$ cat config.mk
export PLATFORM = sky130hd
export DESIGN_NAME = voice_allocator_oldest_steal
export DESIGN_NICKNAME = d
export VERILOG_FILES = /design/src/sv/vaos_pkg.sv /design/src/sv/voice_allocator_oldest_steal.sv /design/src/sv/vaos_datapath.sv /design/src/sv/vaos_ctrl.sv
export VERILOG_INCLUDE_DIRS = /design/src /design/src/sv
export SDC_FILE = /design/constraint.sdc
export NUM_CORES = 2
export LEC_CHECK = 0
export BUFFER_PORTS_ARGS = -buffer_cell sky130_fd_sc_hd__buf_2
export CORE_MARGIN = 2
export CORE_UTILIZATION = 45
export DETAILED_ROUTE_END_ITERATION = 6
export MAX_ROUTING_LAYER = met4
export PLACE_DENSITY = 0.67
export SYNTH_ARGS = -nofsm -noshare
export SYNTH_HDL_FRONTEND = slang
export SYNTH_SLANG_ARGS = --single-unit
$ cat constraint.sdc
create_clock -name clk -period 13.8 [get_ports clk]
set_clock_uncertainty 0.2 [all_clocks]
set_input_delay 1.38 -clock clk [delete_from_list [all_inputs] [get_ports clk]]
set_output_delay 1.38 -clock clk [all_outputs]
set_load 0.01 [all_outputs]
$ cat src/sv/voice_allocator_oldest_steal_macros.svh
// assertion macros for the voice allocator
`ifndef VOICE_ALLOCATOR_OLDEST_STEAL_MACROS_SVH
`define VOICE_ALLOCATOR_OLDEST_STEAL_MACROS_SVH

// same-cycle implication, sampled on clk, off during reset
`define VAOS_ASSERT_NOW(label, ante, cons, msg) \
	label: assert property (@(posedge clk) disable iff (!arst_n) (ante) |-> (cons)) \
		else $error(msg);

// next-cycle implication, sampled on clk, off during reset
`define VAOS_ASSERT_NEXT(label, ante, cons, msg) \
	label: assert property (@(posedge clk) disable iff (!arst_n) (ante) |=> (cons)) \
		else $error(msg);

`endif

$ cat src/sv/vaos_pkg.sv
// shared types and constants of the voice allocator
package vaos_pkg;

	localparam int CMD_W      = 2;
	localparam int SLOT_W     = 6;
	localparam int VOICE_W    = 6;
	localparam int CFG_W      = 7;
	localparam int STAMP_W    = 64;
	localparam int PLAYER_CAP = 64;

	localparam logic [CFG_W-1:0] MAX_VOICES_RESET = 7'd10;

	localparam logic [CMD_W-1:0] CMD_PLAY   = 2'd0;
	localparam logic [CMD_W-1:0] CMD_FINISH = 2'd1;
	localparam logic [CMD_W-1:0] CMD_STOP   = 2'd2;

	typedef struct packed {
		logic [CMD_W-1:0]  cmd;
		logic [SLOT_W-1:0] slot;
	} vaos_req_t;

	typedef struct packed {
		logic               granted;
		logic [VOICE_W-1:0] voice;
		logic               stolen;
		logic               any_playing;
	} vaos_rsp_t;

	typedef struct packed {
		logic load_req;
		logic idx_clr;
		logic idx_inc;
		logic rd_en;
		logic pick_free;
		logic steal_mark;
		logic commit;
	} vaos_ctl_t;

	typedef struct packed {
		logic is_play;
		logic cur_idle;
		logic idx_last;
	} vaos_sts_t;

endpackage

$ cat src/sv/voice_allocator_oldest_steal.sv
// voice allocator with oldest-voice stealing, top level
//
// requests come on req (cmd, slot) with req_valid/req_stall; one result per
// request leaves on rsp with rsp_valid/rsp_stall. max_voices is written over
// cfg_valid/cfg_ready/cfg_data; the user must write it only while the block
// is idle, the block itself does not enforce this. cfg_ready is always 1.
// one request is in work at a time. with L the effective limit:
//   finish, stop-all, unused cmd: no scan
//   play: busy scan up to the lowest idle slot k
//   play with all L slots busy: busy scan over all L slots, then a stamp
//   memory sweep at one read per cycle
// the slot walk over active bits and the single stamp memory read port set
// the length of a request. the next request is taken once the block is idle
// again, even while the last result is still held by a stalled receiver; a
// result that is ready but cannot enter the output register waits in place.
// reset clears all active and stamp valid bits, the order counter, and sets
// max_voices to 10. no clearing pass follows, requests are taken at once.
`include "voice_allocator_oldest_steal_macros.svh"

module voice_allocator_oldest_steal #(
	parameter int VOICE_SLOTS = 64
) (
	input  logic                       clk,
	input  logic                       arst_n,
	input  logic                       req_valid,
	output logic                       req_stall,
	input  vaos_pkg::vaos_req_t        req,
	output logic                       rsp_valid,
	input  logic                       rsp_stall,
	output vaos_pkg::vaos_rsp_t        rsp,
	input  logic                       cfg_valid,
	output logic                       cfg_ready,
	input  logic [vaos_pkg::CFG_W-1:0] cfg_data
);

	vaos_pkg::vaos_ctl_t ctl;
	vaos_pkg::vaos_sts_t sts;

	assign cfg_ready = 1'b1;

	vaos_ctrl u_ctrl (
		.clk       (clk),
		.arst_n    (arst_n),
		.req_valid (req_valid),
		.req_stall (req_stall),
		.rsp_valid (rsp_valid),
		.rsp_stall (rsp_stall),
		.sts       (sts),
		.ctl       (ctl)
	);

	vaos_datapath #(
		.VOICE_SLOTS (VOICE_SLOTS)
	) u_datapath (
		.clk      (clk),
		.arst_n   (arst_n),
		.ctl      (ctl),
		.sts      (sts),
		.req      (req),
		.cfg_we   (cfg_valid & cfg_ready),
		.cfg_data (cfg_data),
		.rsp      (rsp)
	);

	`VAOS_ASSERT_NOW(a_no_grant_fields, rsp_valid && !rsp.granted,
		!rsp.stolen && rsp.voice == '0, "ungranted result carries a voice")
	`VAOS_ASSERT_NOW(a_grant_playing, rsp_valid && rsp.granted,
		rsp.any_playing, "granted voice but nothing playing")
	`VAOS_ASSERT_NEXT(a_busy_after_accept, req_valid && !req_stall,
		req_stall, "request taken while one is in work")

endmodule

$ cat src/sv/vaos_datapath.sv
// voice allocator datapath: slot state, stamp memory, scan and result register
module vaos_datapath #(
	parameter int VOICE_SLOTS = 64
) (
	input  logic                         clk,
	input  logic                         arst_n,
	input  vaos_pkg::vaos_ctl_t          ctl,
	output vaos_pkg::vaos_sts_t          sts,
	input  vaos_pkg::vaos_req_t          req,
	input  logic                         cfg_we,
	input  logic [vaos_pkg::CFG_W-1:0]   cfg_data,
	output vaos_pkg::vaos_rsp_t          rsp
);

	localparam int SCAN_DEPTH = (VOICE_SLOTS < vaos_pkg::PLAYER_CAP) ?
		VOICE_SLOTS : vaos_pkg::PLAYER_CAP;
	localparam int IDX_W = (SCAN_DEPTH > 1) ? $clog2(SCAN_DEPTH) : 1;

	vaos_pkg::vaos_req_t               req_q;
	vaos_pkg::vaos_rsp_t               rsp_q;
	logic [vaos_pkg::CFG_W-1:0]        max_voices_q;
	logic [VOICE_SLOTS-1:0]            active_q;
	logic [VOICE_SLOTS-1:0]            act_nx;
	logic [SCAN_DEPTH-1:0]             scan_act;
	logic [SCAN_DEPTH-1:0]             stamp_vld_q;
	logic [vaos_pkg::STAMP_W-1:0]      stamp_mem [SCAN_DEPTH];
	logic [vaos_pkg::STAMP_W-1:0]      rd_data_q;
	logic                              rd_vld_q;
	logic                              rd_pend_q;
	logic [IDX_W-1:0]                  rd_idx_q;
	logic [vaos_pkg::STAMP_W-1:0]      rd_stamp;
	logic [vaos_pkg::STAMP_W-1:0]      best_stamp_q;
	logic [IDX_W-1:0]                  best_idx_q;
	logic                              stolen_q;
	logic [IDX_W-1:0]                  idx_q;
	logic [vaos_pkg::STAMP_W-1:0]      counter_q;
	logic [vaos_pkg::CFG_W-1:0]        eff;
	logic                              is_play;

	assign scan_act = active_q[SCAN_DEPTH-1:0];
	assign is_play  = (req_q.cmd == vaos_pkg::CMD_PLAY);
	assign rd_stamp = rd_vld_q ? rd_data_q : '0;

	// effective limit, clamped to 1..scan depth
	always_comb begin
		eff = max_voices_q;
		if (eff == '0) begin
			eff = vaos_pkg::CFG_W'(1);
		end
		if (eff > vaos_pkg::CFG_W'(SCAN_DEPTH)) begin
			eff = vaos_pkg::CFG_W'(SCAN_DEPTH);
		end
	end

	assign sts.is_play  = is_play;
	assign sts.cur_idle = !scan_act[idx_q];
	assign sts.idx_last = (idx_q == IDX_W'(eff - vaos_pkg::CFG_W'(1)));

	always_comb begin
		act_nx = active_q;
		case (req_q.cmd)
			vaos_pkg::CMD_PLAY: begin
				for (int i = 0; i < VOICE_SLOTS; i++) begin
					if (i == int'(best_idx_q)) act_nx[i] = 1'b1;
				end
			end
			vaos_pkg::CMD_FINISH: begin
				for (int i = 0; i < VOICE_SLOTS; i++) begin
					if (i == int'(req_q.slot)) act_nx[i] = 1'b0;
				end
			end
			vaos_pkg::CMD_STOP: begin
				act_nx = '0;
			end
			default: begin
				act_nx = active_q;
			end
		endcase
	end

	always_ff @(posedge clk or negedge arst_n) begin
		if (!arst_n) begin
			max_voices_q <= vaos_pkg::MAX_VOICES_RESET;
			active_q     <= '0;
			stamp_vld_q  <= '0;
			counter_q    <= '0;
			rd_pend_q    <= 1'b0;
			idx_q        <= '0;
		end else begin
			if (cfg_we) begin
				max_voices_q <= cfg_data;
			end
			rd_pend_q <= ctl.rd_en;
			if (ctl.idx_clr) begin
				idx_q <= '0;
			end else if (ctl.idx_inc) begin
				idx_q <= idx_q + IDX_W'(1);
			end
			if (ctl.commit) begin
				active_q <= act_nx;
				if (is_play) begin
					stamp_vld_q[best_idx_q] <= 1'b1;
					counter_q <= counter_q + vaos_pkg::STAMP_W'(1);
				end
			end
		end
	end

	// stamp memory, one write and one registered read port
	always_ff @(posedge clk) begin
		if (ctl.commit && is_play) begin
			stamp_mem[best_idx_q] <= counter_q;
		end
		if (ctl.rd_en) begin
			rd_data_q <= stamp_mem[idx_q];
			rd_vld_q  <= stamp_vld_q[idx_q];
			rd_idx_q  <= idx_q;
		end
	end

	always_ff @(posedge clk) begin
		if (ctl.load_req) begin
			req_q <= req;
		end
		if (ctl.pick_free) begin
			best_idx_q <= idx_q;
			stolen_q   <= 1'b0;
		end
		if (ctl.steal_mark) begin
			stolen_q <= 1'b1;
		end
		// lowest stamp wins, ties keep the lower slot
		if (rd_pend_q && (rd_idx_q == '0 || rd_stamp < best_stamp_q)) begin
			best_idx_q   <= rd_idx_q;
			best_stamp_q <= rd_stamp;
		end
		if (ctl.commit) begin
			rsp_q.granted     <= is_play;
			rsp_q.voice       <= is_play ? vaos_pkg::VOICE_W'(best_idx_q) : '0;
			rsp_q.stolen      <= is_play & stolen_q;
			rsp_q.any_playing <= |act_nx;
		end
	end

	assign rsp = rsp_q;

endmodule

$ cat src/sv/vaos_ctrl.sv
// voice allocator controller: request sequencing and result handshake
module vaos_ctrl (
	input  logic                clk,
	input  logic                arst_n,
	input  logic                req_valid,
	output logic                req_stall,
	output logic                rsp_valid,
	input  logic                rsp_stall,
	input  vaos_pkg::vaos_sts_t sts,
	output vaos_pkg::vaos_ctl_t ctl
);

	typedef enum logic [2:0] {
		S_IDLE,
		S_FREE,
		S_STEAL,
		S_DRAIN,
		S_DONE
	} state_t;

	state_t state_q;
	state_t state_nx;
	logic   out_valid_q;
	logic   out_free;

	assign out_free  = !out_valid_q || !rsp_stall;
	assign req_stall = (state_q != S_IDLE);
	assign rsp_valid = out_valid_q;

	always_comb begin
		ctl      = '0;
		state_nx = state_q;
		case (state_q)
			S_IDLE: begin
				if (req_valid) begin
					ctl.load_req = 1'b1;
					ctl.idx_clr  = 1'b1;
					state_nx     = S_FREE;
				end
			end
			S_FREE: begin
				if (!sts.is_play) begin
					state_nx = S_DONE;
				end else if (sts.cur_idle) begin
					ctl.pick_free = 1'b1;
					state_nx      = S_DONE;
				end else if (sts.idx_last) begin
					ctl.idx_clr    = 1'b1;
					ctl.steal_mark = 1'b1;
					state_nx       = S_STEAL;
				end else begin
					ctl.idx_inc = 1'b1;
				end
			end
			S_STEAL: begin
				ctl.rd_en = 1'b1;
				if (sts.idx_last) begin
					state_nx = S_DRAIN;
				end else begin
					ctl.idx_inc = 1'b1;
				end
			end
			S_DRAIN: begin
				state_nx = S_DONE;
			end
			S_DONE: begin
				if (out_free) begin
					ctl.commit = 1'b1;
					state_nx   = S_IDLE;
				end
			end
			default: begin
				state_nx = S_IDLE;
			end
		endcase
	end

	always_ff @(posedge clk or negedge arst_n) begin
		if (!arst_n) begin
			state_q     <= S_IDLE;
			out_valid_q <= 1'b0;
		end else begin
			state_q <= state_nx;
			if (ctl.commit) begin
				out_valid_q <= 1'b1;
			end else if (!rsp_stall) begin
				out_valid_q <= 1'b0;
			end
		end
	end

endmodule

==> summary.txt <==
Clocking
  • CTS tree: done
  • Clock Sinks: 4465
  • Post-CTS Hold Buffers: 0
  • CTS resizes: 0
  • Num CTS Buffers: 428
  • Postcts setup bufs: 0
  • H-tree lvl count: 5
  • Clock Pin Slew Worst Setup and Hold Paths: 0.06 ns
  • Clock Tree Buf Depth: 4
  • Worst-Skew Late Latency: 0.99 ns
  • Clk root buf: clkbuf_16

Drt
  • DR vias: 83.2k
  • WL per Instance: 34.3 um
  • Vias per cell: 6.33
  • Final ANT Viol Nets: 0
  • WL final: 451 mm
  • 1st-pass router iterations: 6
  • Detailed-route DRC error count: 0
  • Number of DRC markers in iteration 0: 13.6k

Worst setup path
  • CP Max Fanout: 88
  • Critical path class: reg2reg
  • Worst Setup End Kind: register
  • FF-to-FF setup slack: 8.13 ns
  • Worst Reg-to-Reg Cells: 6
  • Crit path launch type: register
  • Worst r2r dst: u_datapath.rd_data_q[38]$_DFFE_PP_
  • CP required: 14.26 ns
  • Worst EP arrival: 6.13 ns
  • Reg2Reg Launch Point: u_datapath.idx_q[0]$_DFFE_PN0P_

Logic synthesis
  • Post-Synth XOR/XNOR Area: 0.375%
  • Synth Area in Compound Gates: 0.796%
  • FF+latch count, synth: 4465
  • Ys async rst share: 4.70%
  • Avg Inst Size Synth: 23.3 sq um
  • Mux share of post-synthesis cell area: 18.2%
  • Post-synthesis instance total: 7411
  • Post-Syn Area: 173000 sq um
  • Primary FF master, synth: edfxtp_1
  • Post-Synth Adder-Cell Area: 0.478%
  • Largest area contributor in the netlist: edfxtp_1
  • YS warnings: 0
  • Post-synth top area share: 74.0%
  • Simple-Gate Fraction of Synth Area: 2.09%
  • Post-synthesis sequential area ratio: 77.1%
  • Ranking of synthesized cells by area: edfxtp_1 (74%), mux4_2 (18%), dfrtp_1 (3.0%), clkbuf_1 (0.58%), ha_1 (0.48%)
  • Largest family of logic cells by synthesized area: multiplexers
  • Syn Nets: 7497
  • Synth cell types: 75
  • EDFF count, synth: 4254

Layout
  • Utilization after layout: 50.8%
  • # nets final: 7819
  • Synthesis-to-finish area growth: 12.4%
  • Layout cell share with drive strength beyond 1: 30.3%
  • Finished Cell Area: 194000 sq um

STA
  • Worst hold slack: 0.231 ns
  • Achievable frequency: 176 MHz
  • Tmin final: 5.67 ns
  • Final setup viols: 0
  • Worst slew margin: 7.18%
  • Final WS setup: 8.13 ns
  • Max Slew Vio Count: 0
  • Setup_tns: 0 ns
  • RSZ-0062 raised after global routing: false
  • Final worst path period share: 41.1%
  • Final Hold Fails: 0
  • Worst slew pin tran: 1.39 ns

Place
  • Port Buffers: 30
  • Gpl congestion: 0.857
  • DP Area: 180000 sq um
  • DP Wirelength: 238 mm
  • Place WS: 7.94 ns

GRT
  • Gr ovfl total: 0
  • Pin count of the biggest net entering global routing: 144
  • Vias in the first global route: 82.3k
  • GR Util All Layers: 23.7%
  • Global-route wire length before repair: 635 mm
  • Initial antenna violation count: 29

Floorplanning
  • Core Box Area: 382000 sq um
  • # IOs: 32
  • Total die area: 389000 sq um
  • Initial core utilization: 45.2%
  • Die Ht: 623 um
  • Row cnt: 227
  • Die Width: 623 um

Power and ir drop
  • Worst VDD drop: 0.000126 V
  • Switching Power: 5.54 mW
  • Pwr Density: 140 nW/um^2
  • Power share of the clock group: 42.8%
  • Comb pwr share: 2.4%
  • Sequential power share: 54.7%
  • Int Power: 21.7 mW
  • Leak: 67.6 nW
  • Switch share: 20.4%

Outcome
  • Outcome: complete, no violations

Worst hold path
  • Min-delay worst type: in2async

Run
  • Max Cap Viol: 0
## cells in the final DEF, fill, tap and decap left out, drive strengths merged, types with 20 or more instances in the layout
| cell | synthesis | routed |
|---|---|---|
| edfxtp | 4254 | 4254 |
| mux4 | 1373 | 1373 |
| clkbuf | 268 | 542 |
| buf | 103 | 263 |
| dfrtp | 208 | 208 |
| nand2 | 200 | 200 |
| clkinv | 1 | 182 |
| nor2 | 157 | 157 |
| inv | 75 | 86 |
| a21oi | 75 | 75 |
| and2 | 74 | 74 |
| or2 | 69 | 69 |
| o21ai | 67 | 67 |
| ha | 66 | 66 |
| xnor2 | 58 | 58 |
| nor3 | 44 | 44 |
| nand3 | 42 | 42 |
| bufinv | 0 | 41 |
| nand4 | 33 | 33 |
| mux2 | 25 | 25 |
| nor2b | 20 | 20 |
## Yosys cell counts (3+ instances only)
master    number
a211oi_1       6
a21o_1         5
a21oi_1       75
a22o_1         3
a22oi_1        5
a31oi_1        5
a32o_1         6
and2_1        74
and3_1        13
and4_1         9
buf_1         43
buf_2         52
buf_4          7
clkbuf_1     268
dfrtp_1      208
edfxtp_1    4254
ha_1          66
inv_1         73
mux2_2        25
mux2i_1       18
mux4_2      1373
nand2_1      200
nand2b_1       9
nand3_1       40
nand4_1       32
nor2_1       156
nor2b_1       20
nor3_1        44
nor4_1        19
nor4b_1        3
nor4bb_1       3
o211ai_1      14
o21ai_0       67
o221ai_1       3
o22ai_1       16
o41ai_1        5
or2_2         69
or3_1          6
or4bb_1        4
xnor2_1       57
xor2_1        15
## per-layer routing
| metal | GRT usage, % | wire (um) | vias up |
|---|---|---|---|
| li1 | - | - | 32200 |
| met1 | 33.2 | 175000 | 45200 |
| met2 | 36.3 | 215000 | 5102 |
| met3 | 3.97 | 46800 | 753 |
| met4 | 6.62 | 13800 | 0 |
| met5 | - | 0 | - |
## per-stage QoR
stage	power, mW	cells
floorplan	15.6	7411
global placement	15.8	12300
detailed placement	15.8	12300
CTS	27.3	13100
global route	27.9	13100
finish	27.2	13100
## worst max-delay path by stage
stage | start | end | slack, ns | cells past startpoint
2_1_floorplan | rsp_stall | u_datapath.stamp_mem[10][0]$_DFFE_PP_ | 7.91 | 7
3_3_place_gp | rsp_stall | u_datapath.stamp_mem[23][14]$_DFFE_PP_ | 7.90 | 10
3_5_place_dp | rsp_stall | u_datapath.stamp_mem[32][0]$_DFFE_PP_ | 7.94 | 7
4_1_cts | u_datapath.idx_q[0]$_DFFE_PN0P_ | u_datapath.rd_data_q[4]$_DFFE_PP_ | 7.94 | 6
5_1_grt | u_datapath.idx_q[0]$_DFFE_PN0P_ | u_datapath.rd_data_q[38]$_DFFE_PP_ | 7.72 | 6
6_report | u_datapath.idx_q[0]$_DFFE_PN0P_ | u_datapath.rd_data_q[38]$_DFFE_PP_ | 8.13 | 6
## layout make-up
class | instances | area (sq um)
timing repair buffer | 263 | 2100
clock buffer | 542 | 11500
tap | 5038 | 6300
multi-input combinational | 2499 | 38400
inverter | 76 | 300
antenna | 16 | 40.0
clock inverter | 250 | 2420
fill | 29000 | 188000
sequential | 4465 | 133000
## critical path: stages, from the launching register on
cell and delay, ns:
dfrtp_4 1.01, buf_12 0.58, buf_4 0.85, buf_4 0.67, mux4_2 0.58, mux4_2 0.66, mux4_2 0.50
## kinds of logic after synthesis
logic type      after synthesis
simple gates                716
flops                      4465
fa+ha+maj                    66
compound gates              227
other cells                   1
xor+xnor                     73
mux                        1416
buf+inv                     447
## sequential cells by signal (all words and copies together) (netlist names)
register	flops
u_datapath.idx_q	6
u_ctrl.rsp_valid	1
u_datapath.rd_pend_q	1
u_datapath.best_stamp_q	64
u_datapath.max_voices_q	7
u_datapath.counter_q	64
u_datapath.rd_idx_q	6
u_datapath.active_q	64
u_datapath.rd_vld_q	1
u_datapath.req_q	8
u_datapath.rd_data_q	64
u_datapath.stamp_mem	4096
u_datapath.stamp_vld_q	64
u_datapath.stolen_q	1
u_ctrl.state_q	3
u_datapath.rsp	9
u_datapath.best_idx_q	6
## power groups by stage
stage	sequential [mW]	combinational [mW]	clock [mW]
6_report	14.9	0.661	11.7
5_1_grt	14.9	0.710	12.3
4_1_cts	14.9	0.661	11.8
3_5_place_dp	15.2	0.659	0
3_3_place_gp	15.2	0.645	0
2_1_floorplan	15.2	0.375	0
Note: power is estimated with default switching activity, not from simulation.
